File: src/hw/rtl/mpbae_ram.sv
// Generic simple dual-port RAM with one write port and a registered read port.
module mpbae_ram #(
  parameter int unsigned WIDTH = 16,
  parameter int unsigned DEPTH = 256
) (
  input  logic                     clk_i,
  input  logic                     we_i,
  input  logic [$clog2(DEPTH)-1:0] waddr_i,
  input  logic [WIDTH-1:0]         wdata_i,
  input  logic                     re_i,
  input  logic [$clog2(DEPTH)-1:0] raddr_i,
  output logic [WIDTH-1:0]         rdata_o
);

  logic [WIDTH-1:0] mem [DEPTH];
  logic [WIDTH-1:0] rdata_q;

  always_ff @(posedge clk_i) begin
    if (we_i) begin
      mem[waddr_i] <= wdata_i;
    end
  end

  // Hold read data until the next read strobe.
  always_ff @(posedge clk_i) begin
    if (re_i) begin
      rdata_q <= mem[raddr_i];
    end
  end

  assign rdata_o = rdata_q;

endmodule

File: config.mk
export PLATFORM = sky130hd
export DESIGN_NAME = mpbae_ram
export DESIGN_NICKNAME = d
export VERILOG_FILES = /design/src/hw/rtl/mpbae_ram.sv
export SDC_FILE = /design/constraint.sdc
export NUM_CORES = 2
export LEC_CHECK = 0
export BUFFER_PORTS_ARGS = -buffer_cell sky130_fd_sc_hd__buf_2
export CAP_MARGIN = 20
export CORE_AREA = 10 10 526 528
export CTS_BUF_LIST = sky130_fd_sc_hd__clkbuf_4 sky130_fd_sc_hd__clkbuf_8
export DETAILED_ROUTE_END_ITERATION = 16
export DIE_AREA = 0 0 536 538
export PLACE_DENSITY = 0.79
export SLEW_MARGIN = 5
export SYNTH_ARGS = -nofsm -noshare
export SYNTH_HDL_FRONTEND = slang
export SYNTH_SLANG_ARGS = --single-unit
File: constraint.sdc
create_clock -name clk_i -period 4 [get_ports clk_i]
set_clock_uncertainty 0.2 [all_clocks]
set_input_delay 0.2 -clock clk_i [delete_from_list [all_inputs] [get_ports clk_i]]
set_output_delay 0.2 -clock clk_i [all_outputs]
set_load 0.005 [all_outputs]
==> run metrics <==
HP Class in -> reg; fin. max-slew vios 0; Unique masters post-synth a little over 50; Slew HR a little under a fifth; Placer Congestion 0.938; DRT Pass-1 Iters 8; leakage power slightly below 60 nW; P&R area growth vs syn 12.6%; first-pass GRT wire length approximately 580000 um; max_cap viols 0; syn_nets ~7400; ratio of cells with drive above 1 in the final layout about 29%; fin crit period approximately 3.4 ns; CTS buffer count 622; crit-path max cell delay 0.69 ns; routed vias/inst ~6.7; CTS root buf clkbuf_8; DR DRC count 0; setup tns final 0 ns; largest net degree at the start of global routing 135; die area slightly below 300000 sq um; most common cell after layout, fill and taps aside edfxtp_1; Max Freq approximately 290 MHz; Post-Layout Cell Count about 12000; M3 GR Usage between 7 and 8%; met1 Use GR a little under two fifths; vias in the first global route ~83000; Post-DP HPWL roughly 240000 um; Die Span X around 540 um; Post-DRT Antenna Nets 0; Worst setup EP type register; most frequent cells in the layout edfxtp_1, mux4_2, clkbuf_8; area of the core ~270000 sq um; H-tree Lvls 6; Syn Inst Count approximately 7400; final WL slightly above 400000 um; Hold Slack between 0.04 and 0.05 ns; Port Buffers 50; Async SR Flop Fraction 0%; #FFs+latches synth approximately 4000; Syn Std Cell Area ~160000 sq um; row cnt between 150 and 200; register area share after synthesis 77.7%; Clock Latency Late Sink between 1 and 1.5 ns; WS Path Type reg -> reg; GR Overflow Total 0; antenna violations before repair 23; Fill cells around 16000; Clock Path Buffers 4; top_reg_cell synth edfxtp_1; final hold vios 0; RSZ-0062 raised after global routing false; routed len/inst between 30 and 40 um; Critical Path RT about 4.6 ns; outcome complete, no violations; via count roughly 82000; total placed cells including tap cells between 10000 and 15000; DRT iter0 DRCs 12800; CP max FO 1; die height around 540 um; measured slew at the worst slew-check pin about 1.2 ns; Cell Chain, Critical Path mux4_2 -> mux2_2 -> a22oi_1 -> nand2_1 -> o32ai_1 -> buf_4 -> nor4_1; # setup viols final 0; setup bufs post-CTS 0; busiest grt layer met2; Final nets between 8000 and 9000; Initial Util 59.6%; # clock sinks just over 4000; I/O pins 51; Post-synth EDFFs about 4000; CP arrival 4.03 ns; met2 GRT Util a little over two fifths; clock-pin slew on the worst setup and hold paths 0.07 ns; Startpoint Class register; Syn Area/Cell about 22 sq um; slowest stage cell, crit path o32ai_1; Pwr Density ~480 nW/um^2; all-layer global routing usage 27.7%; TritonCTS clock tree done; part of the cycle the worst path needs a little under nine tenths; Max VDD drop ~0.32 mV; synth warn 0
-- power by group --
group	internal [mW]	switching, mW	leakage [nW]
Sequential	47.5	0.0568	37.0
Clock	17.3	15.7	6.20
Combinational	1.61	2.93	14.5
Total	66.4	18.7	57.6
-- per-layer routing --
| metal | vias to the layer above | wire length (um) |
|---|---|---|
| li1 | 33100 | - |
| met1 | 42300 | 137000 |
| met4 | 12 | 21500 |
| met2 | 6079 | 191000 |
| met3 | 1033 | 52900 |
| met5 | - | 119 |
-- critical path: cells and delay by family (launching register included) --
family                 cells  cell delay (ns)
buffers and inverters      1             0.27
muxes                      2             0.81
AOI/OAI and AO/OA          2             1.14
DFF                        1             0.36
and+or+nand+nor            2             0.36
-- final cells by class --
class / instances / area (sq um) / area share [%]
sequential: 4112 / 123000 / 69.1
multi-input combinational: 2792 / 32800 / 18.3
clock buffer: 837 / 10200 / 5.73
timing repair buffer: 694 / 6320 / 3.53
tap: 3552 / 4440 / 2.49
clock inverter: 231 / 1450 / 0.813
antenna: 16 / 40.0 / 0.0224
inverter: 4 / 27.5 / 0.0154
-- cell families after synthesis --
logic type             Yosys count  share of synthesized area [%]
AOI/OAI and AO/OA              786                           3.53
and+or+nand+nor                556                           1.57
DFF                           4112                           77.7
buffers and inverters          456                           1.69
muxes                         1450                           15.5
-- final timing paths --
kind | start | to | slack [ns] | cells after the start
hold / removal | wdata_i[10] | mem[80][10] | 0.05 | 2
setup / recovery | mem[11][15] | rdata_o[15] | 0.59 | 7
hold reg to reg | mem[192][15] | rdata_o[15] | 1.00 | 6
setup reg to reg | mem[11][15] | rdata_o[15] | 0.59 | 7
-- flip-flops by register name (all words and copies together), names as in the netlist --
name / count
mem: 4096
rdata_o: 16
-- synth_stat cells, drive strengths merged (11+ instances only) --
cell type | n | share of area, %
edfxtp | 4112 | 78
mux4 | 797 | 11
mux2i | 565 | 3.6
nor2 | 304 | 0.72
o221ai | 253 | 1.4
clkbuf | 230 | 0.54
buf | 222 | 1.1
a21oi | 175 | 0.55
o22ai | 148 | 0.58
nor3 | 92 | 0.29
mux2 | 88 | 0.62
a22oi | 43 | 0.20
nand2 | 38 | 0.090
o21ai | 38 | 0.12
nand3 | 35 | 0.11
a22o | 32 | 0.18
a221oi | 28 | 0.15
nand4 | 26 | 0.10
o32ai | 21 | 0.12
a211oi | 18 | 0.085
nor4 | 18 | 0.075
o31ai | 16 | 0.076
and3 | 11 | 0.043
-- metrics by stage --
step	instance area, sq um	setup WS (ns)	utilization [%]	total power [mW]
floorplan	159000	1.35	-	50.8
detailed placement	167000	0.0344	62.5	52.9
finish	179000	0.585	67.1	85.1
global route	179000	0.607	67.1	87.4
CTS	179000	0.717	67.1	85.3
global placement	167000	0.0303	62.5	52.8
-- repair_timing --
action / CTS / global route
gates resized for setup: 0 / 0
endpoints found under the hold margin: 5960 / 0
hold buffers: 41 / 0
(Power assumes the default switching activity.)
